==> config.mk <==
export PLATFORM = sky130hd
export DESIGN_NAME = pooled_bitmap_block_allocator_top
export DESIGN_NICKNAME = d
export VERILOG_FILES = /design/src/sv/pbba_pkg.sv /design/src/sv/pbba_ram.sv /design/src/sv/pbba_lowzero.sv /design/src/sv/pooled_bitmap_block_allocator_top.sv
export SDC_FILE = /design/constraint.sdc
export NUM_CORES = 1
export LEC_CHECK = 0
export BUFFER_PORTS_ARGS = -buffer_cell sky130_fd_sc_hd__buf_2
export CORE_UTILIZATION = 57
export DETAILED_ROUTE_END_ITERATION = 8
export PLACE_DENSITY_LB_ADDON = 0.1
export SYNTH_ARGS = -nofsm -noshare
export SYNTH_HDL_FRONTEND = slang
export SYNTH_HIERARCHICAL = 1
export SYNTH_SLANG_ARGS = --single-unit
==> constraint.sdc <==
create_clock -name clk -period 4.8 [get_ports clk]
set_clock_uncertainty 0.15 [all_clocks]
set_input_delay 0.48 -clock clk [delete_from_list [all_inputs] [get_ports clk]]
set_output_delay 0.48 -clock clk [all_outputs]
set_load 0.01 [all_outputs]
==> src/sv/pbba_pkg.sv <==
// Package of the pooled bitmap block allocator: field widths, codes, defaults.
// Depends on nothing; imported by the allocator top level and its checker.
package pbba_pkg;

  localparam int DEF_MAX_POOLS  = 8;
  localparam int DEF_MAX_BLOCKS = 32;

  localparam int CFG_W    = 6;
  localparam int POOL_W   = 3;
  localparam int SLOT_W   = 5;
  localparam int STATUS_W = 2;

  localparam logic [CFG_W-1:0] CFG_RESET = 6'd32;

  localparam logic CMD_ALLOC = 1'b0;
  localparam logic CMD_FREE  = 1'b1;

  localparam logic [STATUS_W-1:0] ST_OK        = 2'd0;
  localparam logic [STATUS_W-1:0] ST_NO_POOL   = 2'd1;
  localparam logic [STATUS_W-1:0] ST_NOT_FOUND = 2'd2;

endpackage

==> src/sv/pbba_ram.sv <==
// Generic single-write, single-read RAM with a registered read port.
// Depends on nothing; used for the pool bitmaps and the pool list.
module pbba_ram #(
  parameter int WIDTH = 8,
  parameter int DEPTH = 8,
  parameter int AW    = (DEPTH > 1) ? $clog2(DEPTH) : 1
) (
  input  logic             clk,
  input  logic             we,
  input  logic [AW-1:0]    waddr,
  input  logic [WIDTH-1:0] wdata,
  input  logic [AW-1:0]    raddr,
  output logic [WIDTH-1:0] rdata
);

  logic [WIDTH-1:0] mem [DEPTH];

  // A read of the address being written returns the old contents.
  always_ff @(posedge clk) begin
    if (we) begin
      mem[waddr] <= wdata;
    end
    rdata <= mem[raddr];
  end

endmodule

==> src/sv/pbba_lowzero.sv <==
// Priority encoder that finds the lowest clear bit of a vector.
// Depends on nothing; used for free slots and free pool ids.
module pbba_lowzero #(
  parameter int W  = 32,
  parameter int IW = (W > 1) ? $clog2(W) : 1
) (
  input  logic [W-1:0]  vec,
  output logic          found,
  output logic [IW-1:0] idx
);

  always_comb begin
    found = ~&vec;
    idx   = '0;
    for (int j = W - 1; j >= 0; j--) begin
      if (!vec[j]) begin
        idx = IW'(j);
      end
    end
  end

endmodule

==> src/sv/pooled_bitmap_block_allocator_top.sv <==
// Top level of the pooled bitmap block allocator: control sequencer and state.
// Depends on pbba_pkg, pbba_ram and pbba_lowzero.
//
// Use: requests arrive on the in_valid/in_ready channel (cmd, free_pool,
// free_slot) and one result per request leaves on out_valid/out_ready
// (status, pool_id, slot, pool_released). blocks_per_pool is written through
// the cfg_valid/cfg_ready channel, which is always ready; write it only while
// no request is in progress.
// One request is worked on at a time. The pool bitmaps and the ordered pool
// list sit in two RAMs with registered reads, and the list is streamed one
// entry per cycle. An allocate takes a slot from the first listed pool with
// a free one, else opens a new pool or fails when no pool id is left. A
// rejected free goes straight to its result, one that keeps its pool writes
// back the cleared bitmap, and one that releases its pool also compacts the
// list entry by entry.
// Reset empties the pool list and sets blocks_per_pool to 32; no clearing
// pass is needed. A result waits in the output register while the receiver
// stalls; the next request is accepted meanwhile and holds before its own
// result until the register is free.
module pooled_bitmap_block_allocator_top
  import pbba_pkg::*;
#(
  parameter int MAX_POOLS  = DEF_MAX_POOLS,
  parameter int MAX_BLOCKS = DEF_MAX_BLOCKS
) (
  input  logic                clk,
  input  logic                rst,
  input  logic                cfg_valid,
  output logic                cfg_ready,
  input  logic [CFG_W-1:0]    blocks_per_pool,
  input  logic                in_valid,
  output logic                in_ready,
  input  logic                cmd,
  input  logic [POOL_W-1:0]   free_pool,
  input  logic [SLOT_W-1:0]   free_slot,
  output logic                out_valid,
  input  logic                out_ready,
  output logic [STATUS_W-1:0] status,
  output logic [POOL_W-1:0]   pool_id,
  output logic [SLOT_W-1:0]   slot,
  output logic                pool_released
);

  localparam int PW  = (MAX_POOLS > 1) ? $clog2(MAX_POOLS) : 1;
  localparam int PCW = $clog2(MAX_POOLS + 1);
  localparam int SW  = (MAX_BLOCKS > 1) ? $clog2(MAX_BLOCKS) : 1;
  localparam int CW  = $clog2(MAX_BLOCKS + 1);

  localparam int STATE_W = 3;
  localparam logic [STATE_W-1:0] S_IDLE    = 3'd0;
  localparam logic [STATE_W-1:0] S_SCAN    = 3'd1;
  localparam logic [STATE_W-1:0] S_OPEN    = 3'd2;
  localparam logic [STATE_W-1:0] S_FREE    = 3'd3;
  localparam logic [STATE_W-1:0] S_COMPACT = 3'd4;
  localparam logic [STATE_W-1:0] S_DONE    = 3'd5;

  logic [STATE_W-1:0]  state;
  logic [CFG_W-1:0]    cfg;
  logic [MAX_POOLS-1:0] in_use;
  logic [PCW-1:0]      pool_count;

  // List streaming: ord_pend marks that ord_rdata holds list entry ord_pos,
  // bm_pend that bm_rdata holds the bitmap of pool bm_pool.
  logic                ord_pend;
  logic [PCW-1:0]      ord_pos;
  logic                bm_pend;
  logic [PW-1:0]       bm_pool;
  logic [PCW-1:0]      wr_k;
  logic [PW-1:0]       f_pool;
  logic [SLOT_W-1:0]   f_slot;

  logic [STATUS_W-1:0] r_status;
  logic [POOL_W-1:0]   r_pool;
  logic [SLOT_W-1:0]   r_slot;
  logic                r_rel;

  logic                bm_we;
  logic [PW-1:0]       bm_waddr;
  logic [MAX_BLOCKS-1:0] bm_wdata;
  logic [PW-1:0]       bm_raddr;
  logic [MAX_BLOCKS-1:0] bm_rdata;
  logic                ord_we;
  logic [PW-1:0]       ord_waddr;
  logic [PW-1:0]       ord_wdata;
  logic [PW-1:0]       ord_raddr;
  logic [PW-1:0]       ord_rdata;

  logic [CW-1:0]       cnt;
  logic [MAX_BLOCKS-1:0] mask;
  logic [MAX_BLOCKS-1:0] slot_bit;
  logic [MAX_BLOCKS-1:0] take_bit;
  logic [MAX_BLOCKS-1:0] cleared;
  logic                release_pool;
  logic                slot_found;
  logic [SW-1:0]       slot_idx;
  logic                pool_found;
  logic [PW-1:0]       new_pool;
  logic [PCW-1:0]      next_pos;
  logic                accept;
  logic [PW-1:0]       fp_idx;
  logic                free_ok;
  logic                can_open;

  assign cfg_ready = 1'b1;
  assign in_ready  = (state == S_IDLE);
  assign accept    = in_valid && in_ready;
  assign next_pos  = ord_pos + PCW'(1);
  assign can_open  = 32'(pool_count) < MAX_POOLS;

  // A count of zero acts as one; a count above the bitmap width saturates.
  always_comb begin
    if (cfg == '0) begin
      cnt = CW'(1);
    end else if (32'(cfg) > MAX_BLOCKS) begin
      cnt = CW'(MAX_BLOCKS);
    end else begin
      cnt = CW'(cfg);
    end
  end

  always_comb begin
    for (int j = 0; j < MAX_BLOCKS; j++) begin
      mask[j]     = j < 32'(cnt);
      slot_bit[j] = j == 32'(f_slot);
      take_bit[j] = j == 32'(slot_idx);
    end
  end

  assign cleared      = bm_rdata & ~slot_bit;
  assign release_pool = (cleared & mask) == '0;

  assign fp_idx  = PW'(free_pool);
  assign free_ok = (32'(free_pool) < MAX_POOLS) ? (in_use[fp_idx] &&
                   (32'(free_slot) < 32'(cnt))) : 1'b0;

  // Bits beyond the count are treated as used so they are never handed out.
  pbba_lowzero #(.W(MAX_BLOCKS), .IW(SW)) u_slot_pick (
    .vec   (bm_rdata | ~mask),
    .found (slot_found),
    .idx   (slot_idx)
  );

  pbba_lowzero #(.W(MAX_POOLS), .IW(PW)) u_pool_pick (
    .vec   (in_use),
    .found (pool_found),
    .idx   (new_pool)
  );

  pbba_ram #(.WIDTH(MAX_BLOCKS), .DEPTH(MAX_POOLS), .AW(PW)) u_bitmap_ram (
    .clk   (clk),
    .we    (bm_we),
    .waddr (bm_waddr),
    .wdata (bm_wdata),
    .raddr (bm_raddr),
    .rdata (bm_rdata)
  );

  pbba_ram #(.WIDTH(PW), .DEPTH(MAX_POOLS), .AW(PW)) u_order_ram (
    .clk   (clk),
    .we    (ord_we),
    .waddr (ord_waddr),
    .wdata (ord_wdata),
    .raddr (ord_raddr),
    .rdata (ord_rdata)
  );

  // Memory ports. Bitmaps of pools not in use are never read, so a released
  // pool needs no more than the zero written here and a new pool overwrites
  // its whole word.
  always_comb begin
    bm_we     = 1'b0;
    bm_waddr  = '0;
    bm_wdata  = '0;
    bm_raddr  = '0;
    ord_we    = 1'b0;
    ord_waddr = '0;
    ord_wdata = '0;
    ord_raddr = '0;
    unique case (state)
      S_IDLE: begin
        bm_raddr = fp_idx;
      end
      S_SCAN: begin
        ord_raddr = next_pos[PW-1:0];
        bm_raddr  = ord_rdata;
        if (bm_pend && slot_found) begin
          bm_we    = 1'b1;
          bm_waddr = bm_pool;
          bm_wdata = bm_rdata | take_bit;
        end
      end
      S_OPEN: begin
        if (can_open && pool_found) begin
          bm_we     = 1'b1;
          bm_waddr  = new_pool;
          bm_wdata  = MAX_BLOCKS'(1);
          ord_we    = 1'b1;
          ord_waddr = PW'(pool_count);
          ord_wdata = new_pool;
        end
      end
      S_FREE: begin
        bm_we    = 1'b1;
        bm_waddr = f_pool;
        bm_wdata = release_pool ? '0 : cleared;
      end
      S_COMPACT: begin
        ord_raddr = next_pos[PW-1:0];
        if (ord_pend && ord_rdata != f_pool) begin
          ord_we    = 1'b1;
          ord_waddr = wr_k[PW-1:0];
          ord_wdata = ord_rdata;
        end
      end
      default: begin
      end
    endcase
  end

  always_ff @(posedge clk) begin
    if (rst) begin
      state      <= S_IDLE;
      cfg        <= CFG_RESET;
      in_use     <= '0;
      pool_count <= '0;
      ord_pend   <= 1'b0;
      bm_pend    <= 1'b0;
      out_valid  <= 1'b0;
    end else begin
      if (cfg_valid && cfg_ready) begin
        cfg <= blocks_per_pool;
      end
      // In S_DONE the output register is reloaded below instead.
      if (out_valid && out_ready && state != S_DONE) begin
        out_valid <= 1'b0;
      end
      unique case (state)
        S_IDLE: begin
          if (accept) begin
            if (cmd == CMD_ALLOC) begin
              ord_pend <= 1'b1;
              ord_pos  <= '0;
              bm_pend  <= 1'b0;
              state    <= (pool_count == '0) ? S_OPEN : S_SCAN;
            end else begin
              f_pool   <= fp_idx;
              f_slot   <= free_slot;
              r_pool   <= free_pool;
              r_slot   <= free_slot;
              r_rel    <= 1'b0;
              r_status <= free_ok ? ST_OK : ST_NOT_FOUND;
              state    <= free_ok ? S_FREE : S_DONE;
            end
          end
        end
        S_SCAN: begin
          ord_pos  <= next_pos;
          ord_pend <= ord_pend && (next_pos < pool_count);
          bm_pend  <= ord_pend;
          bm_pool  <= ord_rdata;
          if (bm_pend && slot_found) begin
            r_status <= ST_OK;
            r_pool   <= POOL_W'(bm_pool);
            r_slot   <= SLOT_W'(slot_idx);
            r_rel    <= 1'b0;
            state    <= S_DONE;
          end else if (bm_pend && !ord_pend) begin
            state <= S_OPEN;
          end
        end
        S_OPEN: begin
          r_rel <= 1'b0;
          r_slot <= '0;
          if (can_open && pool_found) begin
            in_use[new_pool] <= 1'b1;
            pool_count       <= pool_count + PCW'(1);
            r_status         <= ST_OK;
            r_pool           <= POOL_W'(new_pool);
          end else begin
            r_status <= ST_NO_POOL;
            r_pool   <= '0;
          end
          state <= S_DONE;
        end
        S_FREE: begin
          if (release_pool) begin
            in_use[f_pool] <= 1'b0;
            r_rel          <= 1'b1;
            ord_pend       <= 1'b1;
            ord_pos        <= '0;
            wr_k           <= '0;
            state          <= S_COMPACT;
          end else begin
            state <= S_DONE;
          end
        end
        S_COMPACT: begin
          // Entries other than the released pool are copied down in order.
          ord_pos  <= next_pos;
          ord_pend <= ord_pend && (next_pos < pool_count);
          if (ord_pend && ord_rdata != f_pool) begin
            wr_k <= wr_k + PCW'(1);
          end
          if (!ord_pend) begin
            pool_count <= wr_k;
            state      <= S_DONE;
          end
        end
        S_DONE: begin
          if (!out_valid || out_ready) begin
            status        <= r_status;
            pool_id       <= r_pool;
            slot          <= r_slot;
            pool_released <= r_rel;
            out_valid     <= 1'b1;
            state         <= S_IDLE;
          end
        end
        default: begin
          state <= S_IDLE;
        end
      endcase
    end
  end

endmodule

## Yosys cells after proc, flatten, opt, wreduce, memory -nomap -nowiden

Memories as Yosys holds them, arrays and structs flattened. A register that Yosys moved wholly into a read port is not among the register bits.
Cells that the tools add are included.

| word-level totals | value |
|---|---|
| register bits after elaboration | 65 |
| memory bits (writable) | 280 |
| input bits | 20 |
| output and inout bits | 14 |
| logic and storage cells | 320 |
| memories kept | 2 |

| cells by class | value |
|---|---|
| add/sub/neg operators | 3 |
| $lt $le $gt $ge | 41 |
| equal/unequal tests | 79 |
| mux-type cells | 121 |
| bitwise gates (word level) | 10 |
| reductions and logical operators | 44 |

Memory list:

| memory | depth | bits a word | rd ports | clocked after memory_dff | write ports | RTL line | source |
|---|---|---|---|---|---|---|---|
| u_bitmap_ram.mem | 8 | 32 | 1 | 1 | 1 | pbba_ram.sv:16 | `logic [WIDTH-1:0] mem [DEPTH];` |
| u_order_ram.mem | 8 | 3 | 1 | 1 | 1 | pbba_ram.sv:16 |  |

Operators by type and width:

| cell | count |
|---|---|
| 5-bit two-way mux | 35 |
| 5-bit == test (first input constant) | 32 |
| 5-bit by 6-bit < comparator with 1-bit output (first input constant) | 16 |
| 32-bit case mux with 3 select lines | 1 |
| 4-bit by 5-bit == test with 1-bit output (first input constant) | 16 |
| 3-bit two-way mux | 24 |
| 32-bit AND | 2 |
| 32-bit two-way mux | 2 |
| 32-bit inverter | 2 |
| 32-bit bitwise OR | 2 |
| 4-bit by 6-bit < comparator with 1-bit output (first input constant) | 8 |
| 3-bit by 5-bit == test with 1-bit output (first input constant) | 8 |
| 32-bit zero test | 1 |
| 32-bit AND reduction | 1 |
| 3-bit by 6-bit < comparator with 1-bit output (first input constant) | 4 |
| 1-bit two-way mux | 24 |
| 4-bit two-way mux | 6 |
| 2-bit by 5-bit == test with 1-bit output (first input constant) | 4 |
| 3-bit case mux with 2 select lines | 3 |
| 3-bit case mux with 3 select lines | 2 |
| 3-bit case mux with 6 select lines | 1 |
| 8-bit two-way mux | 2 |
| 4-bit case mux with 2 select lines | 2 |
| 8-bit case mux with 2 select lines | 1 |
| 48 further kinds | 99 |

## Longest topological paths before layout

Gate-level depths: netlist of run 1.

| logic depth | value |
|---|---|
| depth in word-level cells | 42 |
| depth in mapped cells | 15 |
| depth with buffers taken out | 13 |

## Modules after synthesis

Netlist of run 1, hierarchy kept.

Modules (own cells, without submodules):

| module | times used | cells an instance | area an instance (um2) | sequential area each (um2) |
|---|---|---|---|---|
| pbba_ram (u_bitmap_ram) | 1 | 415 | 10466.3 | 8328.0 |
| pooled_bitmap_block_allocator_top | 1 | 590 | 5022.3 | 1711.6 |
| pbba_ram (u_order_ram) | 1 | 50 | 1042.2 | 780.7 |
| pbba_lowzero (u_slot_pick) | 1 | 66 | 392.9 | 0.0 |
| pbba_lowzero (u_pool_pick) | 1 | 15 | 73.8 | 0.0 |

## Worst setup path before layout of run 1

Ideal clock, no wire load.

| timing | value |
|---|---|
| kind | reg-to-reg |
| from | register cfg[1] |
| to | memory u_bitmap_ram/mem[4][0] (netlist name), enable pin |
| library setup time | 0.461 ns |
| arrival time | 4.696 ns |
| required time | 4.189 ns |
| slack | -0.507 ns |
| stages on the path, launching flop included | 14 |
| buffers on the path | 2 |
| clock period less this slack | 5.307 ns |
| cells stage by stage | dfxtp_1 clkbuf_1 clkbuf_1 and2_1 a21oi_1 or2_2 nand4_1 or3_4 nor3_4 nand3b_1 nand2_1 nor3_1 a221o_1 nor3_1 |

| between the ends | value |
|---|---|
| elaborated cells between the ends (all ways) | 47 |
| classes of those cells | order compare (33); mux (8); bitwise (2); reduce/logical (4) |

RTL lines:

| what | RTL line | source |
|---|---|---|
| start: declaration | pooled_bitmap_block_allocator_top.sv:58 | `logic [CFG_W-1:0] cfg;` |
| start signal: assignment | pooled_bitmap_block_allocator_top.sv:231 | `cfg <= blocks_per_pool;` |
| 6-bit greater-than comparator | pooled_bitmap_block_allocator_top.sv:114 | `end else if (32'(cfg) > MAX_BLOCKS) begin` |
| 6-bit two-way mux | pooled_bitmap_block_allocator_top.sv:114 |  |
| 6-bit two-way mux * | pooled_bitmap_block_allocator_top.sv:112 | `if (cfg == '0) begin` |
| 1-bit by 6-bit < comparator with 1-bit output, or another cell as far along | pooled_bitmap_block_allocator_top.sv:123 | `mask[j] = j < 32'(cnt);` |
| 32-bit inverter * | pooled_bitmap_block_allocator_top.sv:138 | `.vec (bm_rdata \| ~mask),` |
| 32-bit bitwise OR * | pooled_bitmap_block_allocator_top.sv:138 |  |
| 32-bit AND reduction * | pbba_lowzero.sv:13 | `found = ~&vec;` |
| 1-bit zero test * | pbba_lowzero.sv:13 |  |
| net slot_found | pooled_bitmap_block_allocator_top.sv:94 | `logic slot_found;` |
| 1-bit logical AND * | pooled_bitmap_block_allocator_top.sv:186 | `if (bm_pend && slot_found) begin` |
| 3-bit two-way mux * | pooled_bitmap_block_allocator_top.sv:186 |  |
| 3-bit case mux with 3 select lines * | pooled_bitmap_block_allocator_top.sv:179 | `unique case (state)` |
| net bm_waddr[1] | pooled_bitmap_block_allocator_top.sv:78 | `logic [PW-1:0] bm_waddr;` |
| end: declaration | pbba_ram.sv:16 |  |

Mark *: on every way through the listed nets, which the timed path passes. The rest lies on a longest branch.

## Final worst setup path of run 1

| timing | value |
|---|---|
| from | register cfg[4] |
| to | memory u_bitmap_ram/mem[0][18] (netlist name), enable pin |

Same word-level chain as after synthesis.

==> results.json, run 1 <==
{
  "status": "completed",
  "yosysSeqAreaShare_pct": 63.66,
  "diodes": 0,
  "critical_path_peak_fanout": 32,
  "power.net_switching_mw": 3.362,
  "synth_top_area_share_pct": 56.71,
  "cts.reportedPaths.clkPinSlew_ns": 0.06,
  "yosys_warnings": 6,
  "insertion_delay_ns": 0.55,
  "avgRoutedWirePerCell_um": 26.36,
  "antenna_found_initial": 0,
  "viasPerCell": 6.561,
  "seqPwrFrac_pct": 41.4,
  "crit_chain": "or3_1 > o21bai_1 > nand4_1 > or3_4 > nand3b_1 > nand2_1 > nor3_1 > a22oi_1 > nand2_1 > nand2b_1 > nor3_2 > buf_12",
  "fillers": 2039,
  "switching_share_pct": 31.97,
  "critPathKind": "reg2reg",
  "max-cap-violations": 0,
  "final_common_cell": "edfxtp_1",
  "placedCellCount": 1531,
  "grt_max_degree": 33,
  "grt.total_usage_pct": 28.29,
  "instances_no_fill": 1605,
  "dieArea_mm2": 0.03051,
  "drv_slew": 0,
  "final_cell_mix": "edfxtp_1 (321), nand2_1 (71), a21oi_1 (66)",
  "cp_top_family": "simple AND/OR/NAND/NOR gates",
  "crit_path_end_kind": "flip-flop",
  "dr.first_iter.drc_count": 1232,
  "start_util_pct": 58.59,
  "max_slew.worst_pin.slew_ns": 1.071,
  "syn_to_final_growth_pct": 12.76,
  "grt_setup_unrepaired": "no",
  "cts_buffer_depth": 3,
  "drc": 0,
  "crit_top_cell": "nand2_1",
  "cts_setup_buffers": 0,
  "nets": 1220,
  "p_leak_nw": 6.273,
  "worst-path-buf-inv": 1,
  "clock-sinks": 380,
  "final_hold_viol_count": 0,
  "grt_pass1_wl_mm": 63.93,
  "syn_avg_cell_area_um2": 14.96,
  "regArea_mm2": 0.01082,
  "synth-seq-cells": 380,
  "synth_area_leaders": "edfxtp_1 (57%), mux4_1 (7.1%), dfxtp_1 (6.9%), mux4_2 (3.4%), mux2_2 (2.4%)",
  "synth_edf_count": 321,
  "crit_end": "u_bitmap_ram/mem[0][18]",
  "rr_worst_depth": 12,
  "ioPinCount": 34,
  "cts_resized": 0,
  "min_path_type": "in2reg",
  "vdd_drop_max_mv": 0.4016,
  "crit_required_ns": 4.86,
  "arrival_ns": 4.50,
  "synthesis.area_mm2": 0.01700,
  "yosysTopAreaCell": "edfxtp_1",
  "cts_made_buffers": 40,
  "cpPeakStageDelay_ns": 0.60,
  "cts-root-buf": "clkbuf_16",
  "clock.fmax_mhz": 225.3,
  "r2r-start": "cfg[4]",
  "cts_hold_buf": 0,
  "finalCritPeriodShare_pct": 92.49,
  "postRouteAntennaNets": 0,
  "portBuffers": 32,
  "synth_nets": 1167,
  "h-tree-depth": 2,
  "ys.flop_type": "edfxtp_1",
  "fin_setup_tns_ns": 0,
  "drive_gt1_share_pct": 21.54,
  "hold_ws_ns": 0.03685,
  "intPower_mw": 7.156,
  "crit_path_start_kind": "flip-flop",
  "r2r-end": "u_bitmap_ram/mem[0][18]",
  "hpwl_mm": 27.85,
  "vias": 10530,
  "pwr-share-comb_pct": 28.6,
  "worstSetupPathDepth": 12,
  "first_pass_iters": 7,
  "gp_congestion": 1.011,
  "crit_start": "cfg[4]",
  "routed_wl_mm": 42.31,
  "chipHeight_um": 174.7,
  "slew_headroom_pct": 28.61,
  "r2r_slack_ns": 0.36,
  "setup_viol": 0,
  "grt-ovfl-total": 0,
  "p_per_area_mw_per_mm2": 548.8,
  "synth_cell_types": 76,
  "std_cell_rows": 62,
  "grt_pass1_vias": 10388,
  "cts_tree": "done",
  "finalCriticalPeriod_ns": 4.439,
  "async_flop_share_pct": 0,
  "p_clk_share_pct": 29.9,
  "die_w_um": 174.7,
  "coreArea_mm2": 0.02901,
  "syn_inst": 1136,
  "critPathSlowestCell": "or3_1",
  "multiInputGateArea_mm2": 0.005837
}
[flip-flops by register name, summed over array words and instances, names as in the netlist, 4 cells and up]
signal	count
ord_pos	4
r_slot	5
wr_k	4
u_order_ram/mem	24
pool_count	4
u_bitmap_ram/mem	256
cfg	6
u_bitmap_ram/rdata	32
f_slot	5
slot	5
in_use	8
[routing by layer]
metal	vias to the layer above	part of all wire (%)	GRT usage, %
met4	0	3.3	10.94
met2	539	45	42.59
met5	-	0	0
met3	99	8.7	5.440
li1	4655	-	-
met1	5237	43	41.07
[worst min path at each step]
stage                     slack, ns    endpoint  cells past startpoint          from
final                          0.04   f_slot[3]                      1  free_slot[3]
after global routing           0.02   f_slot[0]                      1  free_slot[0]
after CTS                      0.01   f_slot[3]                      1  free_slot[3]
after detailed placement       0.26   status[1]                      0   r_status[1]
after global placement         0.25     slot[0]                      0     r_slot[0]
after floorplan                0.25  pool_id[0]                      0     r_pool[0]
[power groups by stage]
| stage | sequential (mW) | combinational (mW) | clock [mW] |
|---|---|---|---|
| finish | 4.36 | 3.01 | 3.15 |
| global route | 4.37 | 3.24 | 3.34 |
| CTS | 4.33 | 2.99 | 3.19 |
| detailed placement | 4.40 | 2.97 | 0 |
| global placement | 4.40 | 2.95 | 0 |
| floorplan | 4.17 | 2.27 | 0 |
[cells in the mapped netlist (7+ instances only)]
master,n
o21bai_1,8
clkbuf_1,33
nand2_1,71
buf_6,10
a21o_1,19
inv_1,21
a31oi_1,10
mux4_1,46
ha_1,11
nor3_1,17
nand2b_1,15
mux4_2,26
nand4_1,10
or2_2,15
o21ai_1,8
and3_1,7
buf_2,7
nor2_1,62
mux2_2,36
edfxtp_1,321
dfxtp_1,59
a22o_1,9
a21oi_1,66
o22ai_1,13
nor2b_1,13
o22ai_2,18
buf_1,11
nand3_1,15
o21ai_0,51
[final cells by class]
class,instances,area share [%]
multi-input combinational,672,30.45
inverter,21,0.4113
timing repair buffer,74,3.068
tap,384,2.507
sequential,380,56.46
clock inverter,21,1.521
clock buffer,53,5.582
[logic make-up after synthesis]
| group | share of synthesized area (%) |
|---|---|
| AO/OA/AOI/OAI | 11.24 |
| XOR/XNOR | 0.3607 |
| adder cells (fa/ha/maj) | 0.8097 |
| buffers and inverters | 2.392 |
| flip-flops | 63.66 |
| multiplexers | 13.29 |
| other | 0.02206 |
| AND/OR/NAND/NOR | 8.222 |
[through the flow]
step                area, um^2  utilization (%)  setup slack, ns  power (mW)
floorplan                17000                -          -0.5072       6.433
global placement         17800            61.37           0.4577       7.355
detailed placement       17800            61.37           0.4824       7.370
CTS                      19170            66.06           0.4555       10.52
global route             19170            66.06           0.2274       10.95
finish                   19170            66.06           0.3606       10.52
(Power assumes the default switching activity.)
==> run 2: changes to the inputs <==
--- a/config.mk
+++ b/config.mk
@@ -7,6 +7,7 @@
 export LEC_CHECK = 0
 export BUFFER_PORTS_ARGS = -buffer_cell sky130_fd_sc_hd__buf_2
 export CORE_UTILIZATION = 57
+export CTS_BUF_LIST = sky130_fd_sc_hd__clkbuf_16
 export DETAILED_ROUTE_END_ITERATION = 8
 export PLACE_DENSITY_LB_ADDON = 0.1
 export SYNTH_ARGS = -nofsm -noshare
==> constraint.sdc (replaced) <==
create_clock -name clk -period 4.8 [get_ports clk]
set_clock_uncertainty 0.15 [all_clocks]
set_input_delay 0.96 -clock clk [delete_from_list [all_inputs] [get_ports clk]]
set_output_delay 0.96 -clock clk [all_outputs]
set_load 0.01 [all_outputs]
==> results.json, run 2 (synthesized netlist as in run 1, its figures left out) <==
{
  "status": "completed",
  "cts_tree": "done",
  "cts_setup_buffers": 0,
  "viasPerCell": 6.545,
  "syn_to_final_growth_pct": 12.64,
  "max-cap-violations": 0,
  "grt-ovfl-total": 0,
  "std_cell_rows": 62,
  "avgRoutedWirePerCell_um": 26.47,
  "critPathSlowestCell": "or3_1",
  "placedCellCount": 1531,
  "routed_wl_mm": 42.49,
  "cts_buffer_depth": 3,
  "cts.reportedPaths.clkPinSlew_ns": 0.06,
  "vdd_drop_max_mv": 0.4009,
  "drive_gt1_share_pct": 21.38,
  "clock.fmax_mhz": 226.4,
  "finalCriticalPeriod_ns": 4.418,
  "fin_util_pct": 65.99,
  "nets": 1220,
  "final_hold_viol_count": 0,
  "crit_chain": "or3_1 > o21bai_1 > nand4_1 > or3_4 > nand3b_1 > nand2_1 > nor3_1 > a22oi_1 > nand2_1 > nand2b_1 > nor3_2 > buf_12",
  "clock-sinks": 380,
  "crit_top_cell": "nand2_1",
  "slew_headroom_pct": 29.04,
  "vias": 10505,
  "portBuffers": 32,
  "top_regs": "u_bitmap_ram/mem x256, u_bitmap_ram/rdata x32, u_order_ram/mem x24",
  "dr.first_iter.drc_count": 1276,
  "insertion_delay_ns": 0.55,
  "coreArea_mm2": 0.02901,
  "final_common_cell": "edfxtp_1",
  "grt_setup_unrepaired": "no",
  "dp_slack_ns": 0.4824,
  "crit_required_ns": 4.87,
  "setup_ws_ns": 0.3824,
  "setup_viol": 0,
  "critical_path_peak_fanout": 32,
  "p_leak_nw": 6.307,
  "instances_no_fill": 1605,
  "grt.total_usage_pct": 28.30,
  "ioPinCount": 34,
  "crit_path_end_kind": "flip-flop",
  "largest_register": "u_bitmap_ram/mem",
  "cts_resized": 0,
  "final_cell_mix": "edfxtp_1 (321), nand2_1 (71), a21oi_1 (66)",
  "dieArea_mm2": 0.03051,
  "drc": 0,
  "r2r_slack_ns": 0.38,
  "min_path_type": "reg2reg",
  "first_pass_iters": 5,
  "finalCritPeriodShare_pct": 92.03,
  "cts_hold_buf": 0,
  "hpwl_mm": 27.85,
  "arrival_ns": 4.48,
  "crit_path_start_kind": "flip-flop",
  "grt_pass1_wl_mm": 63.95,
  "chipHeight_um": 174.7,
  "diodes": 0,
  "p_per_area_mw_per_mm2": 546.7,
  "max_slew.worst_pin.slew_ns": 1.064,
  "postRouteAntennaNets": 0,
  "largest_register_ffs": 256,
  "h-tree-depth": 2,
  "cpPeakStageDelay_ns": 0.60,
  "fin_setup_tns_ns": 0,
  "grt_pass1_vias": 10377,
  "cts-root-buf": "clkbuf_16",
  "antenna_found_initial": 0,
  "die_w_um": 174.7,
  "gp_congestion": 1.011,
  "start_util_pct": 58.59,
  "grt_max_degree": 33,
  "drv_slew": 0,
  "cts_made_buffers": 40,
  "critPathKind": "reg2reg"
}
run 2: cell types whose count changed in the layout (fill, tap and decap cells not counted):
cell,previous run,this run
clkbuf_8,2,0
clkbuf_1,11,0
inv_1,21,32
clkinv_1,3,5
run 2: final timing paths:
check	startpoint	end	depth (start not counted)
worst max-delay path	cfg[4]	u_bitmap_ram/mem[0][10]	12
worst min-delay path	r_status[1]	status[1]	0
worst max register to register	cfg[4]	u_bitmap_ram/mem[0][10]	12
worst min register to register	r_status[1]	status[1]	0
run 2: layout make-up:
cell class / instances / area, um^2
fillers: 2041 / 9867
clock inverters: 34 / 340.3
flip-flops and latches: 380 / 10820
well taps: 384 / 480.5
multi-input cells: 672 / 5837
inverters: 21 / 78.83
repair buffers: 74 / 588.1
clock buffers: 40 / 1001
run 2: layer usage:
metal  routed length [um]  vias to the layer above  share of wire (%)  track usage (%)
li1                     -                     4645                  -                -
met1                18450                     5238                 43            41.31
met2                19250                      523                 45            42.54
met3                 3350                       99                7.9            5.200
met4                 1445                        0                3.4            10.94
met5                    0                        -                  0                0
run 2: critical path: cells and delay by family, from the launching register on:
family	cells	cell delay, ns
buffers and inverters	1	0.28
AOI/OAI and AO/OA	2	0.54
and+or+nand+nor	9	2.52
DFF	1	0.56
run 2: per-stage QoR:
step | area [um^2] | power (mW) | hold slack, ns
floorplan | 17000 | 6.433 | 0.2503
global placement | 17800 | 7.355 | 0.2524
detailed placement | 17800 | 7.370 | 0.2557
CTS | 19150 | 10.46 | 0.2720
global route | 19150 | 10.90 | 0.2755
finish | 19150 | 10.47 | 0.2715
run 2: report_power, final:
part	internal (mW)	switching, mW	leakage (nW)
Clock	1.81	1.28	0.698
Sequential	3.96	0.399	3.25
Combinational	1.33	1.68	2.36
Total	7.10	3.37	6.31
==> run 3: changes to the inputs <==
--- a/config.mk
+++ b/config.mk
@@ -6,10 +6,12 @@
 export NUM_CORES = 1
 export LEC_CHECK = 0
 export BUFFER_PORTS_ARGS = -buffer_cell sky130_fd_sc_hd__buf_2
+export CORE_MARGIN = 8
 export CORE_UTILIZATION = 57
 export CTS_BUF_LIST = sky130_fd_sc_hd__clkbuf_16
 export DETAILED_ROUTE_END_ITERATION = 8
 export PLACE_DENSITY_LB_ADDON = 0.1
+export SLEW_MARGIN = 20
 export SYNTH_ARGS = -nofsm -noshare
 export SYNTH_HDL_FRONTEND = slang
 export SYNTH_HIERARCHICAL = 1
==> results.json, run 3 (synthesized netlist as in run 1, its figures left out) <==
{
  "status": "completed",
  "switching_share_pct": 32.26,
  "antenna_found_initial": 0,
  "grt-ovfl-total": 0,
  "dieArea_mm2": 0.03560,
  "min_path_type": "reg2reg",
  "cts_tree": "done",
  "grt_setup_unrepaired": "no",
  "nets": 1214,
  "avgRoutedWirePerCell_um": 25.11,
  "h-tree-depth": 2,
  "pwr-share-comb_pct": 29.0,
  "cts_hold_buf": 0,
  "ioPinCount": 34,
  "vias": 10445,
  "seqPwrFrac_pct": 42.5,
  "grt_pass1_wl_mm": 61.34,
  "clock-sinks": 380,
  "gp_congestion": 0.9902,
  "viasPerCell": 6.512,
  "syn_to_final_growth_pct": 11.96,
  "r2r_slack_ns": 0.47,
  "intPower_mw": 6.903,
  "finalCriticalPeriod_ns": 4.325,
  "routed_wl_mm": 40.28,
  "cts_setup_buffers": 0,
  "max-cap-violations": 0,
  "cts-root-buf": "clkbuf_16",
  "power.net_switching_mw": 3.288,
  "critPathKind": "reg2reg",
  "std_cell_rows": 63,
  "critical_path_peak_fanout": 32,
  "coreArea_mm2": 0.02948,
  "max_slew.worst_pin.slew_ns": 1.069,
  "p_per_area_mw_per_mm2": 535.5,
  "final_hold_viol_count": 0,
  "cts.reportedPaths.clkPinSlew_ns": 0.06,
  "portBuffers": 32,
  "slew_headroom_pct": 28.50,
  "grt.total_usage_pct": 22.48,
  "largest_register": "u_bitmap_ram/mem",
  "clock.fmax_mhz": 231.2,
  "grtUsageMet2_pct": 33.47,
  "die_w_um": 188.7,
  "drive_gt1_share_pct": 21.25,
  "insertion_delay_ns": 0.55,
  "busiest_layer": "met1",
  "arrival_ns": 4.40,
  "drv_slew": 0,
  "cts_buffer_depth": 3,
  "vdd_drop_max_mv": 0.3315,
  "top_regs": "u_bitmap_ram/mem x256, u_bitmap_ram/rdata x32, u_order_ram/mem x24",
  "setup_viol": 0,
  "regArea_mm2": 0.01082,
  "grt_pass1_vias": 10158,
  "crit_path_end_kind": "flip-flop",
  "instances_no_fill": 1604,
  "met3_usage_pct": 3.420,
  "fillers": 2141,
  "hold_ws_ns": 0.2688,
  "postRouteAntennaNets": 0,
  "finalCritPeriodShare_pct": 90.11,
  "fin_util_pct": 64.55,
  "p_leak_nw": 6.227,
  "final_common_cell": "edfxtp_1",
  "first_pass_iters": 6,
  "largest_register_ffs": 256,
  "crit_path_start_kind": "flip-flop",
  "chipHeight_um": 188.7,
  "dr.first_iter.drc_count": 1158,
  "cts_made_buffers": 39,
  "crit_required_ns": 4.87,
  "grt_util_met1_pct": 34.16,
  "multiInputGateArea_mm2": 0.005842,
  "placedCellCount": 1532,
  "cts_resized": 0,
  "drc": 0,
  "diodes": 0,
  "p_clk_share_pct": 28.5,
  "hpwl_mm": 27.28,
  "final_cell_mix": "edfxtp_1 (321), nand2_1 (71), a21oi_1 (66)",
  "grt_max_degree": 46,
  "start_util_pct": 57.66
}
run 3: cell count changes in the layout (fill, tap and decap cells not counted), sizes merged:
cell,previous run,this run
inv,35,30
clkbuf,40,39
buf,74,69
bufinv,5,2
clkinv,15,20
clkinvlp,0,2
run 3: area by class of cell:
type,count,area share (%)
sequential,380,56.86
multi-input combinational,672,30.70
clock buffer,39,5.128
timing repair buffer,69,2.827
tap,390,2.564
clock inverter,33,1.512
inverter,21,0.4142
run 3: final timing paths:
check	from	endpoint	cells past startpoint
max reg2reg	cfg[4]	u_bitmap_ram/mem[0][23]	13
min reg2reg	r_slot[3]	slot[3]	0
max	cfg[4]	u_bitmap_ram/mem[0][23]	13
min	r_slot[3]	slot[3]	0
run 3: metrics by stage:
step                      power, mW  TNS [ns]  setup slack (ns)  area, um^2
final                         10.19         0            0.4748       19030
after global routing          10.63         0            0.2509       19030
after CTS                     10.21         0            0.5568       19030
after detailed placement      7.309         0            0.5651       17760
after global placement        7.281         0            0.6067       17760
after floorplan               6.433    -32.46           -0.5072       17000
run 3: power by group through the flow:
stage | registers (mW) | clock network, mW | logic [mW]
CTS | 4.31 | 2.96 | 2.94
finish | 4.33 | 2.90 | 2.96
floorplan | 4.17 | 0 | 2.27
global placement | 4.38 | 0 | 2.90
global route | 4.36 | 3.10 | 3.18
detailed placement | 4.38 | 0 | 2.93
run 3: worst max-delay path: stages, from the launching register on:
cell      delay, ns
dfxtp_1        0.53
or3_1          0.53
o21bai_1       0.34
nand4_1        0.18
or3_4          0.39
nand3b_1       0.31
nand2_1        0.19
nor3_1         0.10
buf_4          0.20
a22oi_1        0.13
nand2_1        0.08
nand2b_1       0.30
nor3_2         0.26
buf_12         0.29
run 3: per-layer routing:
| layer | share of wire, % | up-vias | routed length, um |
|---|---|---|---|
| li1 | - | 4644 | - |
| met1 | 46 | 5234 | 18530 |
| met2 | 44 | 495 | 17680 |
| met3 | 8.0 | 72 | 3232 |
| met4 | 2.1 | 0 | 828 |
| met5 | 0 | - | 0 |
